**config.mk**
```make
export PLATFORM = sky130hd
export DESIGN_NAME = ws2812_frame_transmitter_top
export DESIGN_NICKNAME = d
export VERILOG_FILES = /design/src/rtl/core/wsft_pkg.sv /design/src/rtl/core/wsft_ram.sv /design/src/rtl/core/wsft_front.sv /design/src/rtl/core/wsft_queue.sv /design/src/rtl/core/wsft_back.sv /design/src/rtl/core/ws2812_frame_transmitter_top.sv
export SDC_FILE = /design/constraint.sdc
export NUM_CORES = 2
export LEC_CHECK = 0
export BUFFER_PORTS_ARGS = -buffer_cell sky130_fd_sc_hd__buf_2
export CELL_PAD_IN_SITES_DETAIL_PLACEMENT = 0
export CELL_PAD_IN_SITES_GLOBAL_PLACEMENT = 1
export CORE_MARGIN = 4
export CORE_UTILIZATION = 52
export CTS_CLUSTER_DIAMETER = 50
export DETAILED_ROUTE_END_ITERATION = 12
export PLACE_DENSITY_LB_ADDON = 0.08
export SKIP_LAST_GASP = 1
export SLEW_MARGIN = 0
export SYNTH_ARGS = -nofsm -noshare
export SYNTH_HDL_FRONTEND = slang
export SYNTH_SLANG_ARGS = --single-unit
```
**constraint.sdc**
```tcl
create_clock -name clk -period 6.7 [get_ports clk]
set_input_delay 0.67 -clock clk [delete_from_list [all_inputs] [get_ports clk]]
set_output_delay 0.67 -clock clk [all_outputs]
set_load 0.005 [all_outputs]
```
**src/rtl/core/wsft_pkg.sv**
```systemverilog
// shared types and constants of the ws2812 frame transmitter
// no dependencies
package wsft_pkg;

  localparam int MAX_LEDS_DEF = 64;

  localparam int FUNC_W    = 2;
  localparam int BYTE_W    = 8;
  localparam int WORD_W    = 24;
  localparam int CFG_W     = 16;
  localparam int LED_CNT_W = 7;
  localparam int CFG_IDX_W = 3;
  localparam int BIT_W     = 5;
  localparam int QUEUE_PTR_W = 1;
  localparam int QUEUE_CNT_W = 2;
  localparam int QUEUE_DEPTH = 2;

  localparam logic [CFG_W-1:0]     PERIOD_RST    = 16'd90;
  localparam logic [CFG_W-1:0]     ONE_HIGH_RST  = 16'd65;
  localparam logic [CFG_W-1:0]     ZERO_HIGH_RST = 16'd24;
  localparam logic [CFG_W-1:0]     RST_SLOTS_RST = 16'd6000;
  localparam logic [LED_CNT_W-1:0] LED_CNT_RST   = 7'd1;
  localparam logic [BIT_W-1:0]     LAST_BIT      = 5'd23;

  typedef enum logic [FUNC_W-1:0] {
    FUNC_SET_ONE = 2'd0,
    FUNC_SET_ALL = 2'd1,
    FUNC_START   = 2'd2,
    FUNC_TICK    = 2'd3
  } func_t;

  typedef enum logic [CFG_IDX_W-1:0] {
    CFG_PERIOD    = 3'd0,
    CFG_ONE_HIGH  = 3'd1,
    CFG_ZERO_HIGH = 3'd2,
    CFG_RST_SLOTS = 3'd3,
    CFG_LED_COUNT = 3'd4
  } cfg_idx_t;

  typedef enum logic [2:0] {
    OP_TICK,
    OP_WRITE,
    OP_FILL,
    OP_START,
    OP_DROP
  } op_kind_t;

  typedef struct packed {
    op_kind_t            kind;
    logic [BYTE_W-1:0]   idx;
    logic [WORD_W-1:0]   word;
  } op_t;

  typedef struct packed {
    logic [CFG_W-1:0]     period;
    logic [CFG_W-1:0]     one_high;
    logic [CFG_W-1:0]     zero_high;
    logic [CFG_W-1:0]     rst_slots;
    logic [LED_CNT_W-1:0] led_count;
  } cfg_t;

endpackage

```
**src/rtl/core/wsft_ram.sv**
```systemverilog
// generic single write port ram with registered read
// no dependencies
module wsft_ram #(
  parameter int WIDTH = 24,
  parameter int DEPTH = 64,
  parameter int AW    = 6
) (
  input  logic             clk,
  input  logic             we,
  input  logic [AW-1:0]    waddr,
  input  logic [WIDTH-1:0] wdata,
  input  logic [AW-1:0]    raddr,
  output logic [WIDTH-1:0] rdata
);

  logic [WIDTH-1:0] mem_r [DEPTH];
  logic [WIDTH-1:0] rdata_r;

  always_ff @(posedge clk) begin
    if (we) begin
      mem_r[waddr] <= wdata;
    end
    rdata_r <= mem_r[raddr];
  end

  assign rdata = rdata_r;

endmodule

```
**src/rtl/core/wsft_front.sv**
```systemverilog
// command front end: accepts beats and classifies them into queue ops
// depends on wsft_pkg
module wsft_front
  import wsft_pkg::*;
(
  input  logic                 start,
  output logic                 busy,
  input  logic [FUNC_W-1:0]    func,
  input  logic [BYTE_W-1:0]    led_index,
  input  logic [BYTE_W-1:0]    red,
  input  logic [BYTE_W-1:0]    green,
  input  logic [BYTE_W-1:0]    blue,
  input  logic [LED_CNT_W-1:0] led_cnt,
  input  logic                 queue_full,
  input  logic                 clearing,
  output logic                 push,
  output op_t                  op
);

  func_t f;

  assign f    = func_t'(func);
  assign busy = queue_full | clearing;
  assign push = start & ~busy;

  always_comb begin
    op.idx  = led_index;
    op.word = {green, red, blue};
    unique case (f)
      FUNC_SET_ONE: begin
        op.kind = ({1'b0, led_index} < 9'(led_cnt)) ? OP_WRITE : OP_DROP;
      end
      FUNC_SET_ALL: op.kind = OP_FILL;
      FUNC_START:   op.kind = OP_START;
      FUNC_TICK:    op.kind = OP_TICK;
      default:      op.kind = OP_DROP;
    endcase
  end

endmodule

```
**src/rtl/core/wsft_queue.sv**
```systemverilog
// two entry op queue between front end and back end
// depends on wsft_pkg
module wsft_queue
  import wsft_pkg::*;
(
  input  logic clk,
  input  logic rst_n,
  input  logic push,
  input  op_t  push_op,
  input  logic pop,
  output op_t  head_op,
  output logic empty,
  output logic full
);

  op_t                    mem_r [QUEUE_DEPTH];
  logic [QUEUE_PTR_W-1:0] wr_ptr_r, rd_ptr_r;
  logic [QUEUE_CNT_W-1:0] cnt_r;

  assign empty   = (cnt_r == '0);
  assign full    = (cnt_r == QUEUE_CNT_W'(QUEUE_DEPTH));
  assign head_op = mem_r[rd_ptr_r];

  always_ff @(posedge clk) begin
    if (push) begin
      mem_r[wr_ptr_r] <= push_op;
    end
    if (!rst_n) begin
      wr_ptr_r <= '0;
      rd_ptr_r <= '0;
      cnt_r    <= '0;
    end else begin
      if (push) begin
        wr_ptr_r <= wr_ptr_r + 1'b1;
      end
      if (pop) begin
        rd_ptr_r <= rd_ptr_r + 1'b1;
      end
      if (push && !pop) begin
        cnt_r <= cnt_r + 1'b1;
      end else if (pop && !push) begin
        cnt_r <= cnt_r - 1'b1;
      end
    end
  end

endmodule

```
**src/rtl/core/wsft_back.sv**
```systemverilog
// back end: executes queued ops, sweeps the color store, shapes the line
// depends on wsft_pkg; drives the color store ram ports
module wsft_back
  import wsft_pkg::*;
#(
  parameter int MAX_LEDS = MAX_LEDS_DEF,
  parameter int AW       = 6
) (
  input  logic                 clk,
  input  logic                 rst_n,
  input  cfg_t                 cfg,
  input  logic [LED_CNT_W-1:0] led_cnt,
  input  op_t                  head_op,
  input  logic                 empty,
  output logic                 pop,
  output logic                 clearing,
  output logic                 ram_we,
  output logic [AW-1:0]        ram_waddr,
  output logic [WORD_W-1:0]    ram_wdata,
  output logic [AW-1:0]        ram_raddr,
  input  logic [WORD_W-1:0]    ram_rdata,
  output logic                 out_valid,
  output logic                 out_line_level,
  output logic                 out_busy_res,
  output logic                 out_frame_done,
  output logic                 out_accepted
);

  localparam int CW = $clog2(MAX_LEDS + 1);

  typedef enum logic [1:0] {
    BK_CLEAR,
    BK_RUN,
    BK_FILL
  } bk_state_t;

  bk_state_t         state_r, state_nxt;
  logic [AW-1:0]     sweep_idx_r, sweep_idx_nxt;
  logic [CW-1:0]     sweep_len_r, sweep_len_nxt;
  logic [WORD_W-1:0] fill_word_r, fill_word_nxt;
  logic              sending_r, sending_nxt;
  logic              in_rst_r, in_rst_nxt;
  logic [CFG_W-1:0]  tick_r, tick_nxt;
  logic [BIT_W-1:0]  bit_r, bit_nxt;
  logic [AW-1:0]     led_r, led_nxt;
  logic [CFG_W-1:0]  rslot_r, rslot_nxt;
  logic              valid_r, valid_nxt;
  logic              level_r, level_nxt;
  logic              busy_r, busy_nxt;
  logic              done_r, done_nxt;
  logic              acc_r, acc_nxt;

  logic              sweep_last;
  logic              cur_bit;
  logic [CFG_W-1:0]  high_cnt;

  assign sweep_last = (17'(sweep_idx_r) + 17'd1) >= 17'(sweep_len_r);
  assign cur_bit    = ram_rdata[LAST_BIT - bit_r];
  assign high_cnt   = cur_bit ? cfg.one_high : cfg.zero_high;
  assign clearing   = (state_r == BK_CLEAR);
  assign ram_raddr  = led_nxt;

  always_comb begin
    state_nxt     = state_r;
    sweep_idx_nxt = sweep_idx_r;
    sweep_len_nxt = sweep_len_r;
    fill_word_nxt = fill_word_r;
    sending_nxt   = sending_r;
    in_rst_nxt    = in_rst_r;
    tick_nxt      = tick_r;
    bit_nxt       = bit_r;
    led_nxt       = led_r;
    rslot_nxt     = rslot_r;
    valid_nxt     = 1'b0;
    level_nxt     = 1'b0;
    done_nxt      = 1'b0;
    acc_nxt       = 1'b0;
    pop           = 1'b0;
    ram_we        = 1'b0;
    ram_waddr     = sweep_idx_r;
    ram_wdata     = fill_word_r;

    unique case (state_r)
      BK_CLEAR, BK_FILL: begin
        ram_we = 1'b1;
        if (state_r == BK_CLEAR) begin
          ram_wdata = '0;
        end
        if (sweep_last) begin
          state_nxt     = BK_RUN;
          sweep_idx_nxt = '0;
        end else begin
          sweep_idx_nxt = sweep_idx_r + 1'b1;
        end
      end
      BK_RUN: begin
        if (!empty) begin
          pop       = 1'b1;
          valid_nxt = 1'b1;
          case (head_op.kind)
            OP_TICK: begin
              acc_nxt = 1'b1;
              if (sending_r) begin
                level_nxt = ~in_rst_r & (tick_r < high_cnt);
                if ((17'(tick_r) + 17'd1) >= 17'(cfg.period)) begin
                  tick_nxt = '0;
                  if (in_rst_r) begin
                    if ((17'(rslot_r) + 17'd1) >= 17'(cfg.rst_slots)) begin
                      sending_nxt = 1'b0;
                      in_rst_nxt  = 1'b0;
                      led_nxt     = '0;
                      rslot_nxt   = '0;
                      done_nxt    = 1'b1;
                    end else begin
                      rslot_nxt = rslot_r + 1'b1;
                    end
                  end else if (bit_r < LAST_BIT) begin
                    bit_nxt = bit_r + 1'b1;
                  end else begin
                    bit_nxt = '0;
                    if ((17'(led_r) + 17'd1) < 17'(led_cnt)) begin
                      led_nxt = led_r + 1'b1;
                    end else if (cfg.rst_slots == '0) begin
                      sending_nxt = 1'b0;
                      led_nxt     = '0;
                      done_nxt    = 1'b1;
                    end else begin
                      in_rst_nxt = 1'b1;
                      rslot_nxt  = '0;
                    end
                  end
                end else begin
                  tick_nxt = tick_r + 1'b1;
                end
              end
            end
            OP_WRITE: begin
              if (!sending_r) begin
                ram_we    = 1'b1;
                ram_waddr = AW'(head_op.idx);
                ram_wdata = head_op.word;
                acc_nxt   = 1'b1;
              end
            end
            OP_FILL: begin
              if (!sending_r) begin
                acc_nxt = 1'b1;
                if (led_cnt != '0) begin
                  state_nxt     = BK_FILL;
                  sweep_idx_nxt = '0;
                  sweep_len_nxt = CW'(led_cnt);
                  fill_word_nxt = head_op.word;
                end
              end
            end
            OP_START: begin
              if (!sending_r) begin
                acc_nxt    = 1'b1;
                in_rst_nxt = 1'b0;
                tick_nxt   = '0;
                bit_nxt    = '0;
                led_nxt    = '0;
                rslot_nxt  = '0;
                if (led_cnt != '0 || cfg.rst_slots != '0) begin
                  sending_nxt = 1'b1;
                  in_rst_nxt  = (led_cnt == '0);
                end
              end
            end
            default: begin
            end
          endcase
        end
      end
      default: state_nxt = BK_RUN;
    endcase

    busy_nxt = sending_nxt;
  end

  always_ff @(posedge clk) begin
    fill_word_r <= fill_word_nxt;
    level_r     <= level_nxt;
    busy_r      <= busy_nxt;
    done_r      <= done_nxt;
    acc_r       <= acc_nxt;
    if (!rst_n) begin
      state_r     <= BK_CLEAR;
      sweep_idx_r <= '0;
      sweep_len_r <= CW'(MAX_LEDS);
      sending_r   <= 1'b0;
      in_rst_r    <= 1'b0;
      tick_r      <= '0;
      bit_r       <= '0;
      led_r       <= '0;
      rslot_r     <= '0;
      valid_r     <= 1'b0;
    end else begin
      state_r     <= state_nxt;
      sweep_idx_r <= sweep_idx_nxt;
      sweep_len_r <= sweep_len_nxt;
      sending_r   <= sending_nxt;
      in_rst_r    <= in_rst_nxt;
      tick_r      <= tick_nxt;
      bit_r       <= bit_nxt;
      led_r       <= led_nxt;
      rslot_r     <= rslot_nxt;
      valid_r     <= valid_nxt;
    end
  end

  assign out_valid      = valid_r;
  assign out_line_level = level_r;
  assign out_busy_res   = busy_r;
  assign out_frame_done = done_r;
  assign out_accepted   = acc_r;

endmodule

```
**src/rtl/core/ws2812_frame_transmitter_top.sv**
```systemverilog
// ws2812 frame transmitter top: config registers, front end, queue, back end, color ram
// depends on wsft_pkg, wsft_front, wsft_queue, wsft_back, wsft_ram
//
// usage: a command beat (in_func, in_led_index, in_red/green/blue) is taken when start is
// high and busy is low. func selects set one led, set all leds, start frame or tick.
// every beat gives exactly one result, shown for one cycle with out_valid high, after it
// passes the queue entry and the back end output register; results keep beat order and
// cannot be held off. beats queued behind a set all wait for its ram sweep.
// one beat is taken per clock while busy is low, so a tick each clock drives the line at
// full rate; the front end and back end meet in a two entry queue.
// set all walks the color ram one entry a cycle (first led_count entries, ram write port);
// the queue keeps taking beats until full, then busy rises.
// set, set all and start beats given during a frame return out_accepted low.
// after reset the color ram is cleared by a pass over its MAX_LEDS entries, while busy
// is high; config registers return to 90/65/24/6000/1.
// the cfg port (cfg_valid, cfg_ready, cfg_index, cfg_data) is always ready and must only
// be written while no command results are outstanding.
module ws2812_frame_transmitter_top
  import wsft_pkg::*;
#(
  parameter int MAX_LEDS = MAX_LEDS_DEF
) (
  input  logic                 clk,
  input  logic                 rst_n,
  input  logic                 start,
  output logic                 busy,
  input  logic [FUNC_W-1:0]    in_func,
  input  logic [BYTE_W-1:0]    in_led_index,
  input  logic [BYTE_W-1:0]    in_red,
  input  logic [BYTE_W-1:0]    in_green,
  input  logic [BYTE_W-1:0]    in_blue,
  output logic                 out_valid,
  output logic                 out_line_level,
  output logic                 out_busy_res,
  output logic                 out_frame_done,
  output logic                 out_accepted,
  input  logic                 cfg_valid,
  output logic                 cfg_ready,
  input  logic [CFG_IDX_W-1:0] cfg_index,
  input  logic [CFG_W-1:0]     cfg_data
);

  localparam int AW = (MAX_LEDS > 1) ? $clog2(MAX_LEDS) : 1;

  cfg_t                 cfg_r;
  logic [LED_CNT_W-1:0] led_cnt;
  logic                 push, pop, q_empty, q_full, clearing;
  op_t                  push_op, head_op;
  logic                 ram_we;
  logic [AW-1:0]        ram_waddr, ram_raddr;
  logic [WORD_W-1:0]    ram_wdata, ram_rdata;

  assign cfg_ready = 1'b1;
  assign led_cnt   = (32'(cfg_r.led_count) > MAX_LEDS) ? LED_CNT_W'(MAX_LEDS)
                                                       : cfg_r.led_count;

  always_ff @(posedge clk) begin
    if (!rst_n) begin
      cfg_r.period    <= PERIOD_RST;
      cfg_r.one_high  <= ONE_HIGH_RST;
      cfg_r.zero_high <= ZERO_HIGH_RST;
      cfg_r.rst_slots <= RST_SLOTS_RST;
      cfg_r.led_count <= LED_CNT_RST;
    end else if (cfg_valid && cfg_ready) begin
      unique case (cfg_idx_t'(cfg_index))
        CFG_PERIOD:    cfg_r.period    <= cfg_data;
        CFG_ONE_HIGH:  cfg_r.one_high  <= cfg_data;
        CFG_ZERO_HIGH: cfg_r.zero_high <= cfg_data;
        CFG_RST_SLOTS: cfg_r.rst_slots <= cfg_data;
        CFG_LED_COUNT: cfg_r.led_count <= cfg_data[LED_CNT_W-1:0];
        default: begin
        end
      endcase
    end
  end

  wsft_front u_front (
    .start      (start),
    .busy       (busy),
    .func       (in_func),
    .led_index  (in_led_index),
    .red        (in_red),
    .green      (in_green),
    .blue       (in_blue),
    .led_cnt    (led_cnt),
    .queue_full (q_full),
    .clearing   (clearing),
    .push       (push),
    .op         (push_op)
  );

  wsft_queue u_queue (
    .clk     (clk),
    .rst_n   (rst_n),
    .push    (push),
    .push_op (push_op),
    .pop     (pop),
    .head_op (head_op),
    .empty   (q_empty),
    .full    (q_full)
  );

  wsft_back #(
    .MAX_LEDS (MAX_LEDS),
    .AW       (AW)
  ) u_back (
    .clk            (clk),
    .rst_n          (rst_n),
    .cfg            (cfg_r),
    .led_cnt        (led_cnt),
    .head_op        (head_op),
    .empty          (q_empty),
    .pop            (pop),
    .clearing       (clearing),
    .ram_we         (ram_we),
    .ram_waddr      (ram_waddr),
    .ram_wdata      (ram_wdata),
    .ram_raddr      (ram_raddr),
    .ram_rdata      (ram_rdata),
    .out_valid      (out_valid),
    .out_line_level (out_line_level),
    .out_busy_res   (out_busy_res),
    .out_frame_done (out_frame_done),
    .out_accepted   (out_accepted)
  );

  wsft_ram #(
    .WIDTH (WORD_W),
    .DEPTH (MAX_LEDS),
    .AW    (AW)
  ) u_color_ram (
    .clk   (clk),
    .we    (ram_we),
    .waddr (ram_waddr),
    .wdata (ram_wdata),
    .raddr (ram_raddr),
    .rdata (ram_rdata)
  );

endmodule

```
==> results_dict.tcl <==
set metrics [dict create \
    outcome "completed" \
    die_w_um 383 \
    routed_wl_mm 219 \
    synth_fp_nets 5896 \
    worst_slew_pin_slew_ns 1.26 \
    syn_inst 5763 \
    yosysSeqAreaShare_pct 71.3 \
    cts_tree "yes" \
    crit_cells 25 \
    r2r_start "u_back.tick_r[1]" \
    crit_buf_inv 6 \
    holdWs_ns 0.0556 \
    syn-mean-instance-area_um2 12.7 \
    tns_ns 0 \
    grt_pass1_wl_mm 318 \
    clock_skew_ns 0.0342 \
    worst_path_max_delay_cell "a21oi_1" \
    rr_worst_depth 25 \
    drive_gt1_share_pct 13.0 \
    place.port_buffers 62 \
    max-cap-violations 0 \
    final_cell_mix "edfxtp_1, nand2_1, nand3_1" \
    initial_core_util_pct 52.4 \
    ys_warn_count 0 \
    grt_pass1_vias 45700 \
    cts.sinks 1791 \
    vias 48700 \
    drv_slew 0 \
    crit_arrival_ns 7.16 \
    worst_path_largest_cell_delay_ns 0.59 \
    clk_path_buf_depth 3 \
    drt_iter0_markers 5682 \
    die-area_um2 147000 \
    setup_violations 0 \
    synth_edf_count 1626 \
    period_share_pct 96.4 \
    dpl.hpwl_mm 128 \
    die_y_um 383 \
    ir_drop_mv 0.222 \
    rrSetupSlack_ns 0.24 \
    crit_path_max_fanout 51 \
    clk_pin_slew_worst_paths_ns 0.06 \
    criticalPathCategory "flop to flop" \
    timing.final.crit_period_ns 6.46 \
    min_path_cells 1 \
    grt_max_degree 103 \
    overflow 0 \
    antenna_found_initial 12 \
    ys.flop_type "edfxtp_1" \
    clockRootBuffer "clkbuf_16" \
    hp-start "in_green[3]" \
    cp-start-kind "flop" \
    nFillCells 11100 \
    cts_made_buffers 193 \
    end_kind "flop" \
    ios 64 \
    relSlewSlack_pct 16.2 \
    final_antenna_net_count 0 \
    power_leakage_uw 0.0268 \
    hold_class "input pin to flop" \
    place_congestion 0.876 \
    grt_usage_pct 29.5 \
    min_to "u_queue.mem_r[0][19]" \
    wl_per_cell_um 27.6 \
    p_per_area_nw_per_um2 272 \
    fmax_ghz 0.155 \
    crit_required_ns 7.40 \
    r2r_end "u_color_ram.rdata[16]" \
    path_common_cell "nand3_1" \
    ys_types 75 \
    hold_viol_final 0 \
    synth_area_um2 73200 \
    synth_seq_cells 1791 \
    nets 6044 \
    area_delta_synth_final_pct 13.7 \
    crit_family "simple AND/OR/NAND/NOR gates" \
    fp-row-count 137 \
    vias_per_cell 6.13 \
    htree_levels 4 \
    drt_pass1_iterations 5 \
    insertion_delay_ns 0.83 \
    core-area_um2 140000 \
    drc_errors 0 \
    async_flop_share_pct 0 \
    final_common_cell "edfxtp_1" \
]
-- registers in the layout, indices dropped and copies added, names as in the netlist, 2 cells and up, named ones only --
register            count
u_back.state_r          2
u_back.sweep_idx_r      6
cfg_r                  71
u_back.tick_r          16
u_queue.mem_r          66
u_back.led_r            6
u_back.sweep_len_r      7
u_color_ram.rdata      24
u_back.bit_r            5
u_back.rslot_r         16
u_color_ram.mem_r    1536
u_back.fill_word_r     24
u_queue.cnt_r           2
-- report_power, final --
group          switching, µW  internal [µW]  leakage (µW)
combinational            202            112       0.00926
sequential              37.9          12100        0.0146
clock                   4450           5750       0.00294
total                   4690          18000        0.0268
-- how the worst max path moves through the flow --
stage	from	to	slack, ns
3_5_place_dp	u_back.tick_r[0]	u_color_ram.rdata[9]	-0.12
4_1_cts	u_back.tick_r[0]	u_color_ram.rdata[16]	0.11
2_1_floorplan	u_back.tick_r[2]	u_color_ram.rdata[17]	1.68
3_3_place_gp	u_back.tick_r[2]	u_color_ram.rdata[9]	-0.06
5_1_grt	u_back.tick_r[2]	u_color_ram.rdata[19]	-0.006
6_report	u_back.tick_r[1]	u_color_ram.rdata[16]	0.24
-- cell families after synthesis --
logic type	share of synthesized area (%)
fa+ha+maj	1.30
other cells	0.00513
compound gates	9.63
flops	71.3
xor+xnor	0.503
simple gates	13.6
mux	1.15
buf+inv	2.61
-- metrics by stage --
stage,total power (µW),cells,area [µm²],util (%),setup slack [ns]
global placement,12700,7553,76700,54.9,-0.0586
global route,23300,7938,83200,59.6,-0.00604
CTS,22800,7924,83000,59.4,0.109
detailed placement,12700,7553,76700,54.9,-0.124
floorplan,12500,5763,73200,-,1.68
finish,22600,7944,83200,59.6,0.241
-- worst reg2reg max path: stages (launching register included) --
cell,delay (ns)
dfxtp_1,0.39
and3_1,0.22
and3_1,0.18
nand3_1,0.18
nor2_1,0.20
nand3_1,0.19
inv_1,0.10
nand3_1,0.17
nor2_1,0.17
xor2_1,0.10
ha_1,0.30
nand3_1,0.14
nor4_2,0.37
inv_1,0.08
o211ai_1,0.37
buf_4,0.27
and3_1,0.37
nor3_2,0.10
buf_12,0.16
buf_12,0.17
buf_12,0.21
a21oi_1,0.19
a22oi_1,0.09
a21oi_1,0.59
o22ai_1,0.41
or4_1,0.59
-- layer usage --
metal | vias to the layer above | GRT usage, % | part of all wire [%]
li1 | 21700 | - | -
met1 | 24500 | 42.6 | 42
met2 | 2138 | 45.8 | 46
met3 | 310 | 5.27 | 8.6
met4 | 4 | 9.39 | 3.1
met5 | - | 0 | 0.012
-- cell type report --
type	count	area, µm²	area share (%)
diodes	6	15.0	0.0180
clock buffers	237	5100	6.13
clock inverters	109	962	1.16
inverters	60	225	0.271
multi-input cells	3541	19500	23.5
flip-flops and latches	1791	52100	62.6
well taps	1876	2350	2.82
repair buffers	324	2910	3.50
-- timing repair --
item                       4_1_cts  5_1_grt
hold endpoints to repair        36        0
gates resized for setup          1       13
pin swaps                        1       13
hold buffers                    19        0
buffers inserted                 5       11
cloned                           1        3
setup endpoints to repair        3       22
-- cells in the mapped netlist, drive strengths merged, types with 46 or more instances --
cell type | count | share of area, %
a22o | 52 | 0.62
nand3 | 517 | 3.5
nand2 | 1324 | 6.8
inv | 59 | 0.30
o22ai | 46 | 0.40
edfxtp | 1626 | 67
dfxtp | 165 | 4.5
clkbuf | 229 | 1.2
a221oi | 97 | 1.2
buf | 146 | 1.1
nand4 | 90 | 0.77
a21oi | 540 | 3.9
nor2 | 134 | 0.69
o21ai | 63 | 0.43
a22oi | 100 | 1.0
a21boi | 65 | 0.67
ha | 76 | 1.3
(Power assumes the default switching activity.)
